[src/rtl/core/ordered_array_list_engine_core_assert.svh]
// Assertion macros for the ordered array list engine core.
// Included by the modules that check their own logic; no other dependencies.
`ifndef ORDERED_ARRAY_LIST_ENGINE_CORE_ASSERT_SVH
`define ORDERED_ARRAY_LIST_ENGINE_CORE_ASSERT_SVH
`ifndef SYNTHESIS
`define OALE_ASSERT_NOW(lbl, ante, cons) \
    lbl: assert property (@(posedge i_clk) disable iff (!i_rst_n) (ante) |-> (cons)) \
        else $error("oale: same-cycle check failed");
`define OALE_ASSERT_NEXT(lbl, ante, cons) \
    lbl: assert property (@(posedge i_clk) disable iff (!i_rst_n) (ante) |=> (cons)) \
        else $error("oale: next-cycle check failed");
`else
`define OALE_ASSERT_NOW(lbl, ante, cons)
`define OALE_ASSERT_NEXT(lbl, ante, cons)
`endif
`endif

[src/rtl/core/oale_pkg.sv]
// Shared types and constants for the ordered array list engine core.
// No dependencies.
package oale_pkg;

    localparam int OP_W  = 3;
    localparam int POS_W = 11;
    localparam int IDX_W = 10;
    localparam int LEN_W = 11;
    localparam int CAP_W = 11;

    localparam logic [CAP_W-1:0] CAP_RESET = 11'd1024;

    typedef enum logic [OP_W-1:0] {
        OP_GET    = 3'd0,
        OP_FIND   = 3'd1,
        OP_PRIOR  = 3'd2,
        OP_NEXT   = 3'd3,
        OP_INSERT = 3'd4,
        OP_DELETE = 3'd5,
        OP_CLEAR  = 3'd6
    } t_op;

    typedef enum logic [2:0] {
        ST_IDLE,
        ST_DECODE,
        ST_RDATA,
        ST_SCAN,
        ST_SHIFT
    } t_state;

    typedef struct packed {
        logic strobe;
        logic ok;
    } t_res;

endpackage

[src/rtl/core/oale_ctrl.sv]
// Sequencer of the list engine: decodes a request, then reads, scans or
// shifts the entry store one entry per cycle. Uses oale_pkg and the assert header.
`include "ordered_array_list_engine_core_assert.svh"

module oale_ctrl #(
    parameter int DEPTH      = 1024,
    parameter int DATA_WIDTH = 32
) (
    input  logic                             i_clk,
    input  logic                             i_rst_n,
    input  logic                             i_start,
    output logic                             o_busy,
    input  logic [oale_pkg::OP_W-1:0]        i_opcode,
    input  logic [oale_pkg::POS_W-1:0]       i_position,
    input  logic [DATA_WIDTH-1:0]            i_value,
    input  logic [oale_pkg::CAP_W-1:0]       i_cap,
    output logic                             o_we,
    output logic [$clog2(DEPTH)-1:0]         o_waddr,
    output logic [DATA_WIDTH-1:0]            o_wdata,
    output logic                             o_re,
    output logic [$clog2(DEPTH)-1:0]         o_raddr,
    input  logic [DATA_WIDTH-1:0]            i_rdata,
    output oale_pkg::t_res                   o_res,
    output logic [DATA_WIDTH-1:0]            o_data,
    output logic [$clog2(DEPTH)-1:0]         o_idx,
    output logic [$clog2(DEPTH+1)-1:0]       o_count
);

    localparam int AW = $clog2(DEPTH);
    localparam int CW = $clog2(DEPTH + 1);
    localparam int XW = ((CW > oale_pkg::POS_W) ? CW : oale_pkg::POS_W) + 1;

    oale_pkg::t_state r_state, n_state;

    logic [oale_pkg::OP_W-1:0]  r_op, n_op;
    logic [oale_pkg::POS_W-1:0] r_pos, n_pos;
    logic [DATA_WIDTH-1:0]      r_val, n_val;
    logic [AW-1:0]              r_ptr, n_ptr;
    logic [AW-1:0]              r_wa, n_wa;
    logic [CW-1:0]              r_rem, n_rem;
    logic                       r_pend, n_pend;
    logic [CW-1:0]              r_count, n_count;
    logic                       r_done, n_done;
    logic                       r_ok, n_ok;
    logic [DATA_WIDTH-1:0]      r_data, n_data;
    logic [AW-1:0]              r_idx, n_idx;

    logic [XW-1:0] pos_x, cnt_x, cap_x, dep_x;
    logic [XW-1:0] pm1_x, pp1_x, pp2_x, cm1_x, diff_x, dm1_x;
    logic          is_ins;

    assign pos_x  = XW'(r_pos);
    assign cnt_x  = XW'(r_count);
    assign cap_x  = XW'(i_cap);
    assign dep_x  = XW'(DEPTH);
    assign pm1_x  = pos_x - XW'(1);
    assign pp1_x  = pos_x + XW'(1);
    assign pp2_x  = pos_x + XW'(2);
    assign cm1_x  = cnt_x - XW'(1);
    assign diff_x = cnt_x - pos_x;
    assign dm1_x  = diff_x - XW'(1);
    assign is_ins = (r_op == oale_pkg::OP_INSERT);

    always_ff @(posedge i_clk) begin
        if (!i_rst_n) begin
            r_state <= oale_pkg::ST_IDLE;
        end else begin
            r_state <= n_state;
        end
    end

    always_ff @(posedge i_clk) begin
        if (!i_rst_n) begin
            r_pend  <= 1'b0;
            r_count <= '0;
            r_done  <= 1'b0;
        end else begin
            r_pend  <= n_pend;
            r_count <= n_count;
            r_done  <= n_done;
        end
        r_op   <= n_op;
        r_pos  <= n_pos;
        r_val  <= n_val;
        r_ptr  <= n_ptr;
        r_wa   <= n_wa;
        r_rem  <= n_rem;
        r_ok   <= n_ok;
        r_data <= n_data;
        r_idx  <= n_idx;
    end

    always_comb begin
        n_state = r_state;
        n_op    = r_op;
        n_pos   = r_pos;
        n_val   = r_val;
        n_ptr   = r_ptr;
        n_wa    = r_wa;
        n_rem   = r_rem;
        n_pend  = r_pend;
        n_count = r_count;
        n_done  = 1'b0;
        n_ok    = r_ok;
        n_data  = r_data;
        n_idx   = r_idx;
        o_we    = 1'b0;
        o_waddr = r_wa;
        o_wdata = i_rdata;
        o_re    = 1'b0;
        o_raddr = r_ptr;

        case (r_state)
            oale_pkg::ST_IDLE: begin
                if (i_start) begin
                    n_op    = i_opcode;
                    n_pos   = i_position;
                    n_val   = i_value;
                    n_state = oale_pkg::ST_DECODE;
                end
            end

            oale_pkg::ST_DECODE: begin
                n_done  = 1'b1;
                n_ok    = 1'b0;
                n_data  = '0;
                n_idx   = '0;
                n_pend  = 1'b0;
                n_state = oale_pkg::ST_IDLE;
                case (oale_pkg::t_op'(r_op))
                    oale_pkg::OP_GET: begin
                        if (pos_x < cnt_x) begin
                            o_re    = 1'b1;
                            o_raddr = pos_x[AW-1:0];
                            n_wa    = pos_x[AW-1:0];
                            n_done  = 1'b0;
                            n_state = oale_pkg::ST_RDATA;
                        end
                    end
                    oale_pkg::OP_PRIOR: begin
                        if (pos_x != '0 && pos_x < cnt_x) begin
                            o_re    = 1'b1;
                            o_raddr = pm1_x[AW-1:0];
                            n_wa    = pm1_x[AW-1:0];
                            n_done  = 1'b0;
                            n_state = oale_pkg::ST_RDATA;
                        end
                    end
                    oale_pkg::OP_NEXT: begin
                        if (pp2_x <= cnt_x) begin
                            o_re    = 1'b1;
                            o_raddr = pp1_x[AW-1:0];
                            n_wa    = pp1_x[AW-1:0];
                            n_done  = 1'b0;
                            n_state = oale_pkg::ST_RDATA;
                        end
                    end
                    oale_pkg::OP_FIND: begin
                        if (pos_x < cnt_x) begin
                            n_ptr   = pos_x[AW-1:0];
                            n_rem   = diff_x[CW-1:0];
                            n_done  = 1'b0;
                            n_state = oale_pkg::ST_SCAN;
                        end
                    end
                    oale_pkg::OP_INSERT: begin
                        if (pos_x <= cnt_x && cnt_x < cap_x && cnt_x < dep_x) begin
                            n_ptr   = cm1_x[AW-1:0];
                            n_rem   = diff_x[CW-1:0];
                            n_done  = 1'b0;
                            n_state = oale_pkg::ST_SHIFT;
                        end
                    end
                    oale_pkg::OP_DELETE: begin
                        if (pos_x < cnt_x) begin
                            n_ptr   = pp1_x[AW-1:0];
                            n_rem   = dm1_x[CW-1:0];
                            n_done  = 1'b0;
                            n_state = oale_pkg::ST_SHIFT;
                        end
                    end
                    oale_pkg::OP_CLEAR: begin
                        n_count = '0;
                        n_ok    = 1'b1;
                    end
                    default: begin
                        n_ok = 1'b0;
                    end
                endcase
            end

            oale_pkg::ST_RDATA: begin
                n_done  = 1'b1;
                n_ok    = 1'b1;
                n_data  = i_rdata;
                n_idx   = r_wa;
                n_state = oale_pkg::ST_IDLE;
            end

            oale_pkg::ST_SCAN: begin
                if (r_pend && i_rdata == r_val) begin
                    n_done  = 1'b1;
                    n_ok    = 1'b1;
                    n_idx   = r_wa;
                    n_pend  = 1'b0;
                    n_state = oale_pkg::ST_IDLE;
                end else if (r_rem != '0) begin
                    o_re    = 1'b1;
                    o_raddr = r_ptr;
                    n_wa    = r_ptr;
                    n_ptr   = r_ptr + AW'(1);
                    n_rem   = r_rem - CW'(1);
                    n_pend  = 1'b1;
                end else if (r_pend) begin
                    n_pend = 1'b0;
                end else begin
                    n_done  = 1'b1;
                    n_ok    = 1'b0;
                    n_state = oale_pkg::ST_IDLE;
                end
            end

            oale_pkg::ST_SHIFT: begin
                if (r_pend) begin
                    o_we    = 1'b1;
                    o_waddr = r_wa;
                    o_wdata = i_rdata;
                end
                if (r_rem != '0) begin
                    o_re    = 1'b1;
                    o_raddr = r_ptr;
                    n_wa    = is_ins ? r_ptr + AW'(1) : r_ptr - AW'(1);
                    n_ptr   = is_ins ? r_ptr - AW'(1) : r_ptr + AW'(1);
                    n_rem   = r_rem - CW'(1);
                    n_pend  = 1'b1;
                end else if (r_pend) begin
                    n_pend = 1'b0;
                end else begin
                    if (is_ins) begin
                        o_we    = 1'b1;
                        o_waddr = pos_x[AW-1:0];
                        o_wdata = r_val;
                        n_count = r_count + CW'(1);
                    end else begin
                        n_count = r_count - CW'(1);
                    end
                    n_done  = 1'b1;
                    n_ok    = 1'b1;
                    n_idx   = pos_x[AW-1:0];
                    n_state = oale_pkg::ST_IDLE;
                end
            end

            default: begin
                n_state = oale_pkg::ST_IDLE;
            end
        endcase
    end

    assign o_busy      = (r_state != oale_pkg::ST_IDLE);
    assign o_res.strobe = r_done;
    assign o_res.ok     = r_ok;
    assign o_data      = r_data;
    assign o_idx       = r_idx;
    assign o_count     = r_count;

    `OALE_ASSERT_NOW(a_count_max, 1'b1, r_count <= CW'(DEPTH))
    `OALE_ASSERT_NOW(a_done_idle, r_done, r_state == oale_pkg::ST_IDLE)
    `OALE_ASSERT_NOW(a_write_shift, o_we, r_state == oale_pkg::ST_SHIFT)
    `OALE_ASSERT_NOW(a_count_on_done, $past(i_rst_n) && (r_count != $past(r_count)), r_done)
    `OALE_ASSERT_NEXT(a_accept_decode, !o_busy && i_start, r_state == oale_pkg::ST_DECODE)

endmodule

[config.mk]
export PLATFORM = sky130hd
export DESIGN_NAME = oale_ctrl
export DESIGN_NICKNAME = d
export VERILOG_FILES = /design/src/rtl/core/oale_pkg.sv /design/src/rtl/core/oale_ctrl.sv
export VERILOG_INCLUDE_DIRS = /design/src /design/src/rtl/core
export SDC_FILE = /design/constraint.sdc
export NUM_CORES = 1
export LEC_CHECK = 0
export ABC_AREA = 1
export BUFFER_PORTS_ARGS = -buffer_cell sky130_fd_sc_hd__buf_2
export CAP_MARGIN = 20
export CORE_ASPECT_RATIO = 2
export CORE_UTILIZATION = 57
export DETAILED_ROUTE_END_ITERATION = 10
export PLACE_DENSITY = 0.83
export REMOVE_ABC_BUFFERS = 1
export SLEW_MARGIN = 0
export SYNTH_ARGS = -nofsm -noshare
export SYNTH_HDL_FRONTEND = slang
export SYNTH_SLANG_ARGS = --single-unit
[constraint.sdc]
create_clock -name i_clk -period 4.1 [get_ports i_clk]
set_input_delay 0.205 -clock i_clk [delete_from_list [all_inputs] [get_ports i_clk]]
set_output_delay 0.205 -clock i_clk [all_outputs]
set_load 0.01 [all_outputs]
# [Yosys cells after proc, flatten, opt, wreduce, memory -nomap -nowiden]
# Index checks and enable logic that the tools add are counted.
[totals] mem_count=0 in_bits=92 latchBits=0 register_bits=136 mem_bits_rw=0 romBits=0 elab_cells=167
[op_classes] n_addsub=11 shifts=0 magnitude_cmp=5 reduce_logical=21 multipliers=0 n_mux=88 n_div=0 bitwise=0 n_eq_ne=29
[ops] op="$mux W10" count=24
[ops] op="$pmux W10 S3" count=5
[ops] op="$mux W32" count=4
[ops] op="$mux W11" count=9
[ops] op="$pmux W11 S3" count=2
[ops] op="$pmux W32 S2" count=1
[ops] op="$pmux W10 S4" count=1
[ops] op="$sub A11 B1 Y11 const B" count=3
[ops] op="$eq A32 B32 Y1" count=1
[ops] op="$sub A10 B1 Y10 const B" count=3
[ops] op="$ne A3 B3 Y1 const B" count=8
[ops] op="$mux W1" count=23
[ops] op="$lt A11 B11 Y1" count=2
[ops] op="$pmux W11 S2" count=1
[ops] op="$add A10 B1 Y10 const B" count=2
[ops] op="$mux W3" count=6
[ops] op="$pmux W3 S6" count=1
[ops] op="$ne A2 B2 Y1 const B" count=7
[ops] op="$add A11 B2 Y12 const B" count=1
[ops] op="$eq A3 B2 Y1 const B" count=4
[ops] op="$eq A3 B3 Y1 const B" count=4
[ops] op="$le A12 B11 Y1" count=1
[ops] op="$pmux W1 S4" count=3
[ops] op="$pmux W3 S4" count=1
[ops] op="other kinds (24)" count=37

# [Longest topological paths before layout]
[depth] ltp_word=6 depth_mapped=19 depth_no_buf=19

# [Least setup slack after synthesis]
# Ideal clock, no wire load.
[synth_path] path_type="flip-flop to flip-flop" start="register r_pos[2] in the netlist's numbering" end="register r_wa[0] (enable)" path_buffers=1 synth_period_minus_slack_ns=3.458 slack_ns=0.642 stages_incl_launch_ff=16 t_required_ns=3.720 t_arrival_ns=3.078 cell_sequence="edfxtp_1 > clkbuf_1 > inv_1 > nor3_1 > nand2_1 > nor3_1 > xor2_1 > ha_1 > nand3_1 > nor3_1 > nand4_1 > nand2_1 > nand2_1 > nand2_1 > a21oi_1 > a21oi_1"
[synth_between] elab_chain_len=4
[synth_rtl] element="from (decl)" line_no="oale_ctrl.sv:36" text="logic [oale_pkg::POS_W-1:0] r_pos, n_pos;"
[synth_rtl] element="from (signal assigned)" line_no="oale_ctrl.sv:83" text="r_pos <= n_pos;"
[synth_rtl] element="$add A11 B2 Y12, or another cell as far along" line_no="oale_ctrl.sv:58" text="assign pp2_x = pos_x + XW'(2);"
[synth_rtl] element="$le A12 B11 Y1 / $logic_and A1 B1 Y1 (equally long branches)" line_no="oale_ctrl.sv:150, oale_ctrl.sv:141"
[synth_rtl] element="$ne A3 B3 Y1 (no line)"
[synth_rtl] element="$reduce_and A8 Y1 (no line) *"
[synth_rtl] element="to (signal assigned)" line_no="oale_ctrl.sv:86" text="r_wa <= n_wa;"
[synth_rtl] element="to (decl)" line_no="oale_ctrl.sv:39" text="logic [AW-1:0] r_wa, n_wa;"
# Mark *: on every way between the ends. The rest lies on a longest branch, timed or not.
# A chain may end at the register's enable or synchronous reset.

# [Worst setup path after layout]
[layout_path] start="register r_pos[4] in the netlist's numbering" end="output o_raddr[9]"
[layout_between] elab_chain_len=5
[layout_rtl] element="$add A11 B2 Y12, or another cell as far along" line_no="oale_ctrl.sv:58"
[layout_rtl] element="$le A12 B11 Y1 / $logic_and A1 B1 Y1 (equally long branches)" line_no="oale_ctrl.sv:150, oale_ctrl.sv:141"
[layout_rtl] element="$mux W10, on equally long branches" line_no="oale_ctrl.sv:150, oale_ctrl.sv:141"
[layout_rtl] element="$pmux W10 S3 *" line_no="oale_ctrl.sv:130" text="case (oale_pkg::t_op'(r_op))"
[layout_rtl] element="$mux W10 *"
[layout_rtl] element="to (decl)" line_no="oale_ctrl.sv:21" text="output logic [$clog2(DEPTH)-1:0] o_raddr,"
# Marks and branches as above.

==> flow_summary_export.csv <==
group,metric,value,unit
route,viasPerCell,5.76,
timing,hold_viol_final,0,
route,post_drt_wl_per_cell,19.3,um
route,dr.pass1.iters,7,
route,drc,0,
setup_path,cp-end-kind,"primary output",
synthesis,synth_top_cell_by_area,"edfxtp_1",
setup_path,cp-start-kind,"flop",
timing,max_slew_margin,0.272,
clocking,htreeDepth,4,
floorplan,design.core.area,0.0178,mm^2
timing,fmax,0.256,GHz
synthesis,yosys_warnings,0,
placed_design,port_buffers,201,
power,irDropWorstVdd,0.295,mV
clocking,clk_pin_slew_worst_paths,60,ps
placed_design,hpwl,27500,um
synthesis,synthFlopType,"edfxtp_1",
floorplan,die_x,97.4,um
global_route,grt_pass1_wl,55400,um
synthesis,synth.ff_latch_count,136,
layout,seqCellArea,0.00392,mm^2
floorplan,start_util,0.583,
clocking,clockBufferDepth,2,
setup_path,worstPathMaxFanout,27,
power,cellPowerDensity,319,mW/mm^2
layout,drive_gt1_frac,0.193,
timing,holdWs,3.97,ps
clocking,clkSinkCount,136,
timing,setup_viol,0,
setup_path,crit_path_end,"o_raddr[9]",
layout,syn2layout_area_growth,23.1,%
timing,fin_crit,3900,ps
setup_path,reg2reg_to,"r_wa[6]",
layout,final_common_cell,"nand2_1",
power,power,0.00407,W
setup_path,cp.required,3890,ps
floorplan,row_count,69,
power,power_leakage,6.16,nW
synthesis,yosysSeqAreaShare,0.379,
floorplan,die_h,193,um
layout,nFillCells,1419,
global_route,grt_pass1_vias,10800,
timing,finalCritPeriodShare,0.952,
layout,nets,1800,
clocking,cts_buffers,17,
clocking,cts-root-buf,"clkbuf_16",
clocking,clock_latency,440,ps
route,routed_wl,36300,um
floorplan,die_area,0.0188,mm^2
clocking,tritoncts,"yes",
run,cap_violations,0,
synthesis,synth_top_area_share,0.348,
floorplan,pin_count,202,
timing,worstMarginPinSlew,1090,ps
timing,slew_violations,0,
global_route,track_usage,0.388,
synthesis,syn_avg_cell_area,7.42,um^2
route,drt_iter0_drc,735,
global_route,gr-total-overflow,0,
global_route,antenna_found_initial,0,
synthesis,synthCells,1398,
route,dr_total_vias,10800,
layout,diodes,0,
setup_path,crit_type,"flop to primary output",
synthesis,ys_top_cells_by_area,"edfxtp_1, nand2_1, inv_1",
timing,fin_tns_setup,0,ps
layout,multi_input_area,0.00553,mm^2
setup_path,reg2reg_slack,660,ps
synthesis,synth-edff-count,120,
synthesis,synthArstFlopShare,0,
layout,final_cell_mix,"nand2_1, buf_2, inv_1",
placed_design,place_congestion,1.01,
setup_path,critPathArrivalTime,3700,ps
setup_path,reg2reg_from,"r_pos[6]",
setup_path,crit_start,"r_pos[4]",
synthesis,synthDistinctLibCells,47,
global_route,grt_start_max_net_pins,57,
setup_path,reg2regPathDepth,15,
timing,rsz0062_at_grt,"false",
synthesis,netlist_area,0.0104,mm^2
outcome,outcome,"finished, final reports clean",
timing,skew,13.6,ps
min_path,min_path_type,"primary input to flop",
route,ant_nets,0,
flip-flops by register name, indices dropped and copies added, names as in the netlist:
name / count
r_val: 32
r_wa: 10
r_state: 3
o_count: 11
r_pos: 11
o_idx: 10
r_ok: 1
r_op: 3
r_rem: 11
r_done: 1
o_data: 32
r_ptr: 10
r_pend: 1
worst min path at each step:
| stage | slack, ps | end | startpoint | cells past startpoint |
|---|---|---|---|---|
| floorplan | 300 | r_pend | i_rst_n | 2 |
| global placement | 380 | r_pos[6] | i_position[6] | 1 |
| detailed placement | 380 | r_pos[0] | i_position[0] | 1 |
| CTS | 8 | r_pos[1] | i_position[1] | 1 |
| global route | 7 | r_pos[1] | i_position[1] | 1 |
| finish | 4 | r_pos[1] | i_position[1] | 1 |
through the flow:
stage	cell area (um^2)	util	cells	worst slack, ps
2_1_floorplan	10200	-	1359	286
3_5_place_dp	11700	0.658	1802	560
3_3_place_gp	11700	0.658	1802	617
4_1_cts	12700	0.716	1879	90.6
5_1_grt	12800	0.717	1880	12.4
6_report	12800	0.717	1880	199
kinds of logic after synthesis:
kind of cell | count (synthesis) | synth area share
AND/OR/NAND/NOR | 700 | 0.284
flip-flops | 136 | 0.379
XOR/XNOR | 57 | 0.0482
multiplexers | 20 | 0.0275
AO/OA/AOI/OAI | 189 | 0.104
buffers and inverters | 242 | 0.0906
adder cells (fa/ha/maj) | 54 | 0.0666
layout make-up:
type / instances / share of cell area
clock inverter: 13 / 0.0115
inverter: 203 / 0.0600
timing repair buffer: 276 / 0.133
tap: 213 / 0.0209
sequential: 136 / 0.308
multi-input combinational: 1020 / 0.433
clock buffer: 19 / 0.0339
cell usage after synthesis (8+ instances only):
cell type    n
a21oi_1     51
a31oi_1      9
clkbuf_1    28
dfxtp_1     16
edfxtp_1   120
ha_1        52
inv_1      187
inv_2       11
mux2_4      16
nand2_1    372
nand3_1    109
nand4_1     20
nor2_1     159
nor3_1      13
o211ai_1    15
o21ai_0     56
o21ai_1     27
o22ai_1      8
or2_2       11
xnor2_1     25
xor2_1      32
power breakdown:
part | switching (W) | internal, W | total (W)
logic | 0.000510 | 0.000304 | 0.000814
registers | 0.0000792 | 0.00163 | 0.00171
clock network | 0.000645 | 0.000900 | 0.00154
total | 0.00123 | 0.00283 | 0.00407
critical path, cell delays in order (launching register included):
cell	delay, ps
edfxtp_1	590
clkinv_1	420
ha_1	490
nand2_1	90
nor2_1	170
nand3_1	160
nand2_2	470
inv_2	200
nand2_1	130
nand3_1	90
nand3_1	130
nor2_1	50
nor2_1	110
buf_2	140
what timing repair did:
action / in CTS / in global routing
gates resized for setup: 0 / 5
buffers inserted: 0 / 1
hold buffers: 45 / 0
endpoints found under the hold margin: 45 / 0
endpoints found under the setup margin: 0 / 11
per-layer routing:
layer | GRT usage | part of all wire | vias up
met4 | 0.315 | 0.085 | 0
met2 | 0.733 | 0.53 | 572
li1 | - | - | 5124
met5 | 0 | 0 | -
met3 | 0.0572 | 0.065 | 185
met1 | 0.365 | 0.32 | 4947
Power figures use the tool's default switching activity.
